File: src/hdl/macs_pkg.sv
package macs_pkg;

    localparam int PRICE_W   = 32;
    localparam int WIN_W     = 7;
    localparam int SUM_W     = 39;
    localparam int PROD_W    = SUM_W + WIN_W;
    localparam int PNL_W     = 33;
    localparam int TOTAL_W   = 48;
    localparam int DIV_CNT_W = 6;
    localparam int CFG_IDX_W = 1;
    localparam int QUEUE_AW  = 1;
    localparam int QUEUE_DEPTH = 2;

    localparam logic [CFG_IDX_W-1:0] REG_SHORT_WINDOW = 1'b0;
    localparam logic [CFG_IDX_W-1:0] REG_LONG_WINDOW  = 1'b1;

    localparam logic [WIN_W-1:0] SHORT_WINDOW_RESET = 7'd3;
    localparam logic [WIN_W-1:0] LONG_WINDOW_RESET  = 7'd5;

    typedef enum logic [1:0] {
        ACT_NONE = 2'd0,
        ACT_BUY  = 2'd1,
        ACT_SELL = 2'd2
    } action_t;

    typedef enum logic [2:0] {
        ST_IDLE,
        ST_SUM,
        ST_MUL,
        ST_DIV,
        ST_DECIDE
    } back_state_t;

    typedef struct packed {
        logic [PRICE_W-1:0] price;
        logic [WIN_W-1:0]   short_win;
        logic [WIN_W-1:0]   long_win;
        logic               ready;
    } job_t;

endpackage

File: src/hdl/macs_front.sv
module macs_front
    import macs_pkg::*;
#(
    parameter int MAX_WINDOW = 64
)
(
    input  logic                 clk,
    input  logic                 rst_n,
    input  logic                 price_valid,
    output logic                 price_ready,
    input  logic [PRICE_W-1:0]   price,
    input  logic                 cfg_we,
    input  logic [CFG_IDX_W-1:0] cfg_index,
    input  logic [WIN_W-1:0]     cfg_data,
    input  logic                 queue_full,
    output logic                 push,
    output job_t                 push_job
);

    localparam int CW = $clog2(MAX_WINDOW + 1);

    logic [WIN_W-1:0] short_window_reg;
    logic [WIN_W-1:0] long_window_reg;
    logic [CW-1:0]    seen_reg;
    logic [CW-1:0]    seen_next;
    logic [WIN_W-1:0] sw;
    logic [WIN_W-1:0] lw;

    function automatic logic [WIN_W-1:0] eff_window(input logic [WIN_W-1:0] w);
        logic [WIN_W-1:0] r;
        if (w == '0)
        begin
            r = WIN_W'(1);
        end
        else if (32'(w) > MAX_WINDOW)
        begin
            r = WIN_W'(MAX_WINDOW);
        end
        else
        begin
            r = w;
        end
        return r;
    endfunction

    assign sw = eff_window(short_window_reg);
    assign lw = eff_window(long_window_reg);

    assign price_ready = !queue_full;
    assign push        = price_valid && price_ready;

    always_comb
    begin
        if (32'(seen_reg) >= MAX_WINDOW)
        begin
            seen_next = seen_reg;
        end
        else
        begin
            seen_next = seen_reg + CW'(1);
        end
    end

    always_comb
    begin
        push_job.price     = price;
        push_job.short_win = sw;
        push_job.long_win  = lw;
        push_job.ready     = (32'(seen_next) >= 32'(sw)) && (32'(seen_next) >= 32'(lw));
    end

    always_ff @(posedge clk or negedge rst_n)
    begin
        if (!rst_n)
        begin
            short_window_reg <= SHORT_WINDOW_RESET;
            long_window_reg  <= LONG_WINDOW_RESET;
        end
        else if (cfg_we)
        begin
            unique case (cfg_index)
                REG_SHORT_WINDOW: short_window_reg <= cfg_data;
                REG_LONG_WINDOW:  long_window_reg  <= cfg_data;
                default:          ;
            endcase
        end
    end

    always_ff @(posedge clk or negedge rst_n)
    begin
        if (!rst_n)
        begin
            seen_reg <= '0;
        end
        else if (push)
        begin
            seen_reg <= seen_next;
        end
    end

endmodule

File: src/hdl/macs_queue.sv
module macs_queue
    import macs_pkg::*;
(
    input  logic clk,
    input  logic rst_n,
    input  logic push,
    input  job_t push_job,
    output logic full,
    input  logic pop,
    output job_t pop_job,
    output logic empty
);

    job_t                entry_reg [QUEUE_DEPTH];
    logic [QUEUE_AW-1:0] wr_ptr_reg;
    logic [QUEUE_AW-1:0] rd_ptr_reg;
    logic [QUEUE_AW:0]   count_reg;

    assign full    = (count_reg == (QUEUE_AW + 1)'(QUEUE_DEPTH));
    assign empty   = (count_reg == '0);
    assign pop_job = entry_reg[rd_ptr_reg];

    always_ff @(posedge clk)
    begin
        if (push)
        begin
            entry_reg[wr_ptr_reg] <= push_job;
        end
    end

    always_ff @(posedge clk or negedge rst_n)
    begin
        if (!rst_n)
        begin
            wr_ptr_reg <= '0;
            rd_ptr_reg <= '0;
            count_reg  <= '0;
        end
        else
        begin
            if (push)
            begin
                wr_ptr_reg <= wr_ptr_reg + QUEUE_AW'(1);
            end
            if (pop)
            begin
                rd_ptr_reg <= rd_ptr_reg + QUEUE_AW'(1);
            end
            if (push && !pop)
            begin
                count_reg <= count_reg + (QUEUE_AW + 1)'(1);
            end
            else if (pop && !push)
            begin
                count_reg <= count_reg - (QUEUE_AW + 1)'(1);
            end
        end
    end

endmodule

File: src/hdl/macs_div.sv
module macs_div
    import macs_pkg::*;
(
    input  logic               clk,
    input  logic               rst_n,
    input  logic               start,
    input  logic [SUM_W-1:0]   dividend,
    input  logic [WIN_W-1:0]   divisor,
    output logic               busy,
    output logic [PRICE_W-1:0] quotient
);

    logic                 busy_reg;
    logic [DIV_CNT_W-1:0] cnt_reg;
    logic [WIN_W-1:0]     rem_reg;
    logic [SUM_W-1:0]     quo_reg;
    logic [WIN_W-1:0]     div_reg;
    logic [WIN_W:0]       trial;
    logic [WIN_W:0]       diff;
    logic                 ge;
    logic [WIN_W-1:0]     rem_next;

    // restoring divide, one quotient bit per cycle
    assign trial    = {rem_reg, quo_reg[SUM_W-1]};
    assign ge       = (trial >= {1'b0, div_reg});
    assign diff     = trial - {1'b0, div_reg};
    assign rem_next = ge ? diff[WIN_W-1:0] : trial[WIN_W-1:0];

    assign busy     = busy_reg;
    assign quotient = quo_reg[PRICE_W-1:0];

    always_ff @(posedge clk or negedge rst_n)
    begin
        if (!rst_n)
        begin
            busy_reg <= 1'b0;
            cnt_reg  <= '0;
        end
        else if (start)
        begin
            busy_reg <= 1'b1;
            cnt_reg  <= DIV_CNT_W'(SUM_W);
        end
        else if (busy_reg)
        begin
            cnt_reg <= cnt_reg - DIV_CNT_W'(1);
            if (cnt_reg == DIV_CNT_W'(1))
            begin
                busy_reg <= 1'b0;
            end
        end
    end

    always_ff @(posedge clk)
    begin
        if (start)
        begin
            rem_reg <= '0;
            quo_reg <= dividend;
            div_reg <= divisor;
        end
        else if (busy_reg)
        begin
            rem_reg <= rem_next;
            quo_reg <= {quo_reg[SUM_W-2:0], ge};
        end
    end

endmodule

File: src/hdl/macs_back.sv
module macs_back
    import macs_pkg::*;
#(
    parameter int MAX_WINDOW = 64
)
(
    input  logic                     clk,
    input  logic                     rst_n,
    input  logic                     job_valid,
    input  job_t                     job,
    output logic                     job_pop,
    output logic                     result_valid,
    input  logic                     result_ready,
    output logic                     ready_res,
    output logic [PRICE_W-1:0]       short_average,
    output logic [PRICE_W-1:0]       long_average,
    output logic [1:0]               action,
    output logic signed [PNL_W-1:0]  trade_pnl,
    output logic signed [TOTAL_W-1:0] total_profit
);

    localparam int AW = (MAX_WINDOW > 1) ? $clog2(MAX_WINDOW) : 1;

    back_state_t state_reg;
    back_state_t state_next;

    logic [PRICE_W-1:0] mem [MAX_WINDOW];
    logic [PRICE_W-1:0] rd_data_reg;

    job_t               job_reg;
    logic [AW-1:0]      wp_reg;
    logic [AW-1:0]      rd_addr_reg;
    logic [WIN_W-1:0]   k_reg;
    logic               pend_reg;
    logic [WIN_W-1:0]   pend_k_reg;
    logic [SUM_W-1:0]   ssum_reg;
    logic [SUM_W-1:0]   lsum_reg;
    logic [PROD_W-1:0]  lhs_reg;
    logic [PROD_W-1:0]  rhs_reg;
    logic               holding_reg;
    logic [PRICE_W-1:0] entry_reg;
    logic signed [TOTAL_W-1:0] total_reg;

    logic                      result_valid_reg;
    logic                      ready_res_reg;
    logic [PRICE_W-1:0]        short_average_reg;
    logic [PRICE_W-1:0]        long_average_reg;
    action_t                   action_reg;
    logic signed [PNL_W-1:0]   trade_pnl_reg;
    logic signed [TOTAL_W-1:0] total_profit_reg;

    logic [WIN_W-1:0]   n_max;
    logic               issue;
    logic               div_start;
    logic               out_load;
    logic               div_busy_s;
    logic               div_busy_l;
    logic [PRICE_W-1:0] quo_s;
    logic [PRICE_W-1:0] quo_l;
    logic               buy;
    logic               sell;
    logic signed [PNL_W-1:0]   pnl;
    logic signed [TOTAL_W:0]   total_sum;
    logic signed [TOTAL_W-1:0] total_sat;

    macs_div u_div_short
    (
        .clk      (clk),
        .rst_n    (rst_n),
        .start    (div_start),
        .dividend (ssum_reg),
        .divisor  (job_reg.short_win),
        .busy     (div_busy_s),
        .quotient (quo_s)
    );

    macs_div u_div_long
    (
        .clk      (clk),
        .rst_n    (rst_n),
        .start    (div_start),
        .dividend (lsum_reg),
        .divisor  (job_reg.long_win),
        .busy     (div_busy_l),
        .quotient (quo_l)
    );

    assign n_max = (job_reg.short_win > job_reg.long_win) ? job_reg.short_win
                                                          : job_reg.long_win;
    assign issue = (state_reg == ST_SUM) && (k_reg != n_max);

    assign buy  = job_reg.ready && !holding_reg && (lhs_reg > rhs_reg);
    assign sell = job_reg.ready && holding_reg && (lhs_reg < rhs_reg);
    assign pnl  = $signed({1'b0, job_reg.price}) - $signed({1'b0, entry_reg});
    assign total_sum = {total_reg[TOTAL_W-1], total_reg}
                     + {{(TOTAL_W + 1 - PNL_W){pnl[PNL_W-1]}}, pnl};

    always_comb
    begin
        if (total_sum[TOTAL_W] != total_sum[TOTAL_W-1])
        begin
            total_sat = total_sum[TOTAL_W] ? {1'b1, {(TOTAL_W - 1){1'b0}}}
                                           : {1'b0, {(TOTAL_W - 1){1'b1}}};
        end
        else
        begin
            total_sat = total_sum[TOTAL_W-1:0];
        end
    end

    always_ff @(posedge clk or negedge rst_n)
    begin
        if (!rst_n)
        begin
            state_reg <= ST_IDLE;
        end
        else
        begin
            state_reg <= state_next;
        end
    end

    always_comb
    begin
        state_next = state_reg;
        job_pop    = 1'b0;
        div_start  = 1'b0;
        out_load   = 1'b0;
        unique case (state_reg)
            ST_IDLE:
            begin
                if (job_valid)
                begin
                    job_pop    = 1'b1;
                    state_next = job.ready ? ST_SUM : ST_DECIDE;
                end
            end
            ST_SUM:
            begin
                if ((k_reg == n_max) && !pend_reg)
                begin
                    state_next = ST_MUL;
                end
            end
            ST_MUL:
            begin
                div_start  = 1'b1;
                state_next = ST_DIV;
            end
            ST_DIV:
            begin
                if (!div_busy_s && !div_busy_l)
                begin
                    state_next = ST_DECIDE;
                end
            end
            ST_DECIDE:
            begin
                if (!result_valid_reg || result_ready)
                begin
                    out_load   = 1'b1;
                    state_next = ST_IDLE;
                end
            end
            default:
            begin
                state_next = ST_IDLE;
            end
        endcase
    end

    // history ring
    always_ff @(posedge clk)
    begin
        if (job_pop)
        begin
            mem[wp_reg] <= job.price;
        end
        rd_data_reg <= mem[rd_addr_reg];
    end

    always_ff @(posedge clk or negedge rst_n)
    begin
        if (!rst_n)
        begin
            wp_reg <= '0;
        end
        else if (job_pop)
        begin
            if (32'(wp_reg) == MAX_WINDOW - 1)
            begin
                wp_reg <= '0;
            end
            else
            begin
                wp_reg <= wp_reg + AW'(1);
            end
        end
    end

    // window sums, newest first
    always_ff @(posedge clk)
    begin
        if (job_pop)
        begin
            job_reg     <= job;
            rd_addr_reg <= wp_reg;
            k_reg       <= '0;
            ssum_reg    <= '0;
            lsum_reg    <= '0;
        end
        else
        begin
            if (issue)
            begin
                k_reg      <= k_reg + WIN_W'(1);
                pend_k_reg <= k_reg;
                if (rd_addr_reg == '0)
                begin
                    rd_addr_reg <= AW'(MAX_WINDOW - 1);
                end
                else
                begin
                    rd_addr_reg <= rd_addr_reg - AW'(1);
                end
            end
            if (pend_reg)
            begin
                if (pend_k_reg < job_reg.short_win)
                begin
                    ssum_reg <= ssum_reg + SUM_W'(rd_data_reg);
                end
                if (pend_k_reg < job_reg.long_win)
                begin
                    lsum_reg <= lsum_reg + SUM_W'(rd_data_reg);
                end
            end
        end
        if (state_reg == ST_MUL)
        begin
            lhs_reg <= ssum_reg * PROD_W'(job_reg.long_win);
            rhs_reg <= lsum_reg * PROD_W'(job_reg.short_win);
        end
    end

    always_ff @(posedge clk or negedge rst_n)
    begin
        if (!rst_n)
        begin
            pend_reg <= 1'b0;
        end
        else
        begin
            pend_reg <= issue;
        end
    end

    // trade state
    always_ff @(posedge clk or negedge rst_n)
    begin
        if (!rst_n)
        begin
            holding_reg <= 1'b0;
            entry_reg   <= '0;
            total_reg   <= '0;
        end
        else if (out_load)
        begin
            if (buy)
            begin
                holding_reg <= 1'b1;
                entry_reg   <= job_reg.price;
            end
            else if (sell)
            begin
                holding_reg <= 1'b0;
                total_reg   <= total_sat;
            end
        end
    end

    // result register
    always_ff @(posedge clk or negedge rst_n)
    begin
        if (!rst_n)
        begin
            result_valid_reg <= 1'b0;
        end
        else if (out_load)
        begin
            result_valid_reg <= 1'b1;
        end
        else if (result_ready)
        begin
            result_valid_reg <= 1'b0;
        end
    end

    always_ff @(posedge clk)
    begin
        if (out_load)
        begin
            ready_res_reg     <= job_reg.ready;
            short_average_reg <= job_reg.ready ? quo_s : '0;
            long_average_reg  <= job_reg.ready ? quo_l : '0;
            trade_pnl_reg     <= sell ? pnl : '0;
            total_profit_reg  <= sell ? total_sat : total_reg;
            if (buy)
            begin
                action_reg <= ACT_BUY;
            end
            else if (sell)
            begin
                action_reg <= ACT_SELL;
            end
            else
            begin
                action_reg <= ACT_NONE;
            end
        end
    end

    assign result_valid  = result_valid_reg;
    assign ready_res     = ready_res_reg;
    assign short_average = short_average_reg;
    assign long_average  = long_average_reg;
    assign action        = action_reg;
    assign trade_pnl     = trade_pnl_reg;
    assign total_profit  = total_profit_reg;

endmodule

File: src/hdl/moving_average_crossover_signal_unit.sv
// channel   direction  handshake                  payload
// price     in         price_valid / price_ready   price
// result    out        result_valid / result_ready ready_res, short_average, long_average,
//                                                  action, trade_pnl, total_profit
// config    in         cfg_we                      cfg_index, cfg_data
//
// an item with both windows full goes from acceptance to the result register through a pop that
// stores the price, a sum sweep over the larger window through the single read port of the history
// ring, a multiply, the divider and a decide step
// an item before the windows fill skips the sum, multiply and divide steps and goes straight to decide
// a two-entry queue takes transactions while the back end works; result register stalls hold it
// reset clears control state only, the history ring needs no clearing pass
module moving_average_crossover_signal_unit
    import macs_pkg::*;
#(
    parameter int MAX_WINDOW = 64
)
(
    input  logic                      clk,
    input  logic                      rst_n,
    input  logic                      price_valid,
    output logic                      price_ready,
    input  logic [PRICE_W-1:0]        price,
    input  logic                      cfg_we,
    input  logic [CFG_IDX_W-1:0]      cfg_index,
    input  logic [WIN_W-1:0]          cfg_data,
    output logic                      result_valid,
    input  logic                      result_ready,
    output logic                      ready_res,
    output logic [PRICE_W-1:0]        short_average,
    output logic [PRICE_W-1:0]        long_average,
    output logic [1:0]                action,
    output logic signed [PNL_W-1:0]   trade_pnl,
    output logic signed [TOTAL_W-1:0] total_profit
);

    logic push;
    job_t push_job;
    logic queue_full;
    logic queue_empty;
    logic pop;
    job_t pop_job;

    macs_front #(
        .MAX_WINDOW (MAX_WINDOW)
    ) u_front
    (
        .clk         (clk),
        .rst_n       (rst_n),
        .price_valid (price_valid),
        .price_ready (price_ready),
        .price       (price),
        .cfg_we      (cfg_we),
        .cfg_index   (cfg_index),
        .cfg_data    (cfg_data),
        .queue_full  (queue_full),
        .push        (push),
        .push_job    (push_job)
    );

    macs_queue u_queue
    (
        .clk      (clk),
        .rst_n    (rst_n),
        .push     (push),
        .push_job (push_job),
        .full     (queue_full),
        .pop      (pop),
        .pop_job  (pop_job),
        .empty    (queue_empty)
    );

    macs_back #(
        .MAX_WINDOW (MAX_WINDOW)
    ) u_back
    (
        .clk           (clk),
        .rst_n         (rst_n),
        .job_valid     (!queue_empty),
        .job           (pop_job),
        .job_pop       (pop),
        .result_valid  (result_valid),
        .result_ready  (result_ready),
        .ready_res     (ready_res),
        .short_average (short_average),
        .long_average  (long_average),
        .action        (action),
        .trade_pnl     (trade_pnl),
        .total_profit  (total_profit)
    );

endmodule

File: config.mk
export PLATFORM = sky130hd
export DESIGN_NAME = moving_average_crossover_signal_unit
export DESIGN_NICKNAME = d
export VERILOG_FILES = /design/src/hdl/macs_pkg.sv /design/src/hdl/macs_front.sv /design/src/hdl/macs_queue.sv /design/src/hdl/macs_div.sv /design/src/hdl/macs_back.sv /design/src/hdl/moving_average_crossover_signal_unit.sv
export SDC_FILE = /design/constraint.sdc
export NUM_CORES = 2
export LEC_CHECK = 0
export BUFFER_PORTS_ARGS = -buffer_cell sky130_fd_sc_hd__buf_4
export CAP_MARGIN = 10
export CORE_ASPECT_RATIO = 0.6
export CORE_MARGIN = 1.5
export CORE_UTILIZATION = 57
export CTS_CLUSTER_DIAMETER = 50
export DETAILED_ROUTE_END_ITERATION = 8
export PLACE_DENSITY = 0.76
export SLEW_MARGIN = 10
export SYNTH_ARGS = -nofsm -noshare
export SYNTH_HDL_FRONTEND = slang
export SYNTH_HIERARCHICAL = 1
export SYNTH_SLANG_ARGS = --single-unit
File: constraint.sdc
create_clock -name clk -period 10.1 [get_ports clk]
set_clock_uncertainty 0.05 [all_clocks]
set_input_delay 0.505 -clock clk [delete_from_list [all_inputs] [get_ports clk]]
set_output_delay 0.505 -clock clk [all_outputs]
set_load 0.03 [all_outputs]
==> impl_metrics.toml <==
[global_route]
grt_overflow = 0
use_met1 = 0.462
grt_use_met2 = 0.429
grt_pass1_vias = 77600
grt_usage = 0.312
busiest_layer = "met1"
grtUsageMet3 = 0.125
grt_pass1_wl_um = 533000
grt_antenna_before_repair = 28
grt_max_degree = 181

[route]
vias_per_cell = 6.51
drt_iter0_drc = 11800
avgRoutedWirePerCell_um = 30.5
drc = 22
vias = 78600
drt-pass1-iter-count = 9
drt_wl_total_um = 368000
drtAntennaViolNets = 0

[layout]
fill_cells = 16100
final_cell_mix = "edfxtp_1, inv_1, mux4_2"
fin_cells = 12100
largest_register_ffs = 2048
layout_commonest_cell = "edfxtp_1"
finish.instance_area_um2 = 147000
seqCellArea_um2 = 82000
fin_nets = 9527
multi_input_area_um2 = 47400
drive_gt1_frac = 0.183
syn2layout_area_growth_pct = 9.94

[logic_synthesis]
ys_ff_latch = 2796
synth_flop_cell = "edfxtp_1"
yosysSeqAreaShare = 0.614
synth_cell_types = 99
netlist_area_um2 = 133000
syn_area_per_cell_um2 = 15.6
synth-edff-count = 2534
syn-num-nets = 9354
async_flop_share = 0.0469
syn_inst = 8559
synth_warnings = 6

[clock_tree]
tritoncts = "built"
cts_made_buffers = 246
clkTransAtPathRegs_ps = 70
cts_setup_buffers = 0
clockBufferDepth = 4
clockRootBuffer = "clkbuf_16"
cts_resized = 0
cts.sinks = 2796
cts_hold_buf = 44
clk_latency_ps = 930
htree_num_levels = 4

[placed_design]
dpl.cell_count = 11600
io_buffer_count = 194
finalWeightedCongestion = 0.963
hpwl_um = 229000
placed_area_um2 = 138000

[setup_path]
crit_fanout = 20
slowest_delay_ps = 730
slowest_stage = "or2_1"
crit_chain = "ha_1 -> fa_1 -> nor2b_1 -> o21ai_0 -> a21boi_0 -> o22ai_1 -> o31ai_1 -> a31oi_1 -> o221ai_1 -> a311o_1 -> and2_1 -> a31oi_1 -> buf_4 -> ha_1 -> nand2_1 -> nor3_1 -> inv_1 -> nor3_1 -> a21oi_1 -> a21oi_2 -> a21o_1 -> or2_1 -> nand2_1 -> o21ai_0"
worstSetupStartpointType = "flop"
critPathRequiredTime_ps = 10750
crit_path_end_kind = "flop"
critPathKind = "reg -> reg"
crit_buf_inv = 2
critPathArrivalTime_ps = 8360
path_delay_family = "compound AO/OA/AOI/OAI gates"

[timing]
max_slew_margin = 0.123
period_needed_ps = 7710
hold_viol_final = 0
period_share = 0.763
clock.fmax_ghz = 0.130
finalSetupTns_ps = 0
grt_setup_unrepaired = "false"
slew_violations = 0
finalSetupViolCount = 0
tightest_slew_ps = 1320

[floorplanning]
std_cell_rows = 137
start_util = 0.574
core_um2 = 233000
io_pins = 195
die_height_um = 378
die_area_um2 = 237000
fp.dieW_um = 628

[status]
status = "complete, but fails checks"
violations = "DRC"

[worst_hold_path]
hp-class = "in -> reg"

[run]
drv_cap = 0
path summary, 6_finish.rpt:
kind	to	start	cells past startpoint	slack, ps
worst max-delay path	u_back/total_profit[40]	u_back/entry_reg[0]	24	2390
worst min-delay path	u_front/short_window_reg[3]	cfg_index	3	60
worst max register to register	u_back/total_profit[40]	u_back/entry_reg[0]	24	2390
worst min register to register	u_back/u_div_long/div_reg[3]	u_back/job_reg[4]	0	440
max in group asynchronous	u_queue/rd_ptr_reg	rst_n	3	8080
min in group asynchronous	u_back/entry_reg[28]	rst_n	2	260
worst min-delay path, cell delays in order:
cell and delay [ps]:
buf_4 80, nor2b_1 130, mux2_2 260
metal layers:
layer,share of wire,vias up
li1,-,32400
met1,0.39,40000
met2,0.41,5465
met3,0.16,686
met4,0.029,36
met5,0.00068,-
logic make-up (layout without fill, tap and decap cells):
kind of cell    count (synthesis)  after routing  share of synthesized area
other cells                     0              5                          0
flops                        2796           2796                      0.614
simple gates                 1662           1662                     0.0623
mux                           877            877                      0.126
fa+ha+maj                     750            750                     0.0913
xor+xnor                      244            244                     0.0160
buf+inv                      1104           1477                     0.0347
compound gates               1126           1126                     0.0555
per-stage QoR:
step	util	setup slack (ps)	hold slack (ps)
final	0.631	2390	56.6
after global routing	0.631	1770	58.2
after CTS	0.631	2440	1.98
after detailed placement	0.595	2440	402
after global placement	0.595	2580	392
after floorplan	-	3430	159
Yosys cell counts (20+ instances only):
master | n | area (µm²)
a211oi_1 | 37 | 278
a21o_1 | 154 | 1160
a21oi_1 | 329 | 1650
a31oi_1 | 39 | 244
and2_1 | 449 | 2810
and3_1 | 32 | 200
buf_1 | 79 | 297
buf_2 | 32 | 160
buf_4 | 101 | 758
clkbuf_1 | 251 | 942
dfrtp_1 | 127 | 3180
dfxtp_1 | 131 | 2620
edfxtp_1 | 2534 | 76100
fa_1 | 374 | 7490
ha_1 | 376 | 4700
inv_1 | 625 | 2350
mux2_2 | 162 | 1820
mux2_4 | 20 | 300
mux2i_1 | 78 | 781
mux4_2 | 617 | 13900
nand2_1 | 521 | 1960
nand2b_1 | 44 | 275
nand3_1 | 75 | 375
nand4_1 | 59 | 369
nor2_1 | 294 | 1100
nor2b_1 | 48 | 300
nor3_1 | 45 | 225
o21a_1 | 55 | 413
o21ai_0 | 188 | 941
o21bai_1 | 42 | 315
o221ai_1 | 38 | 333
o22ai_1 | 25 | 156
xnor2_1 | 158 | 1380
xor2_1 | 86 | 753
layout make-up:
type,instances,area share
Inverter,628,0.0161
Tap cell,3127,0.0267
Multi-Input combinational cell,4659,0.323
Antenna cell,5,0.0000853
Sequential cell,2796,0.559
Clock inverter,143,0.00916
Timing Repair Buffer,401,0.0221
Clock buffer,305,0.0440
Power is not shown: default switching activity piles up to over one toggle a cycle in this logic, so the estimate is an artifact.
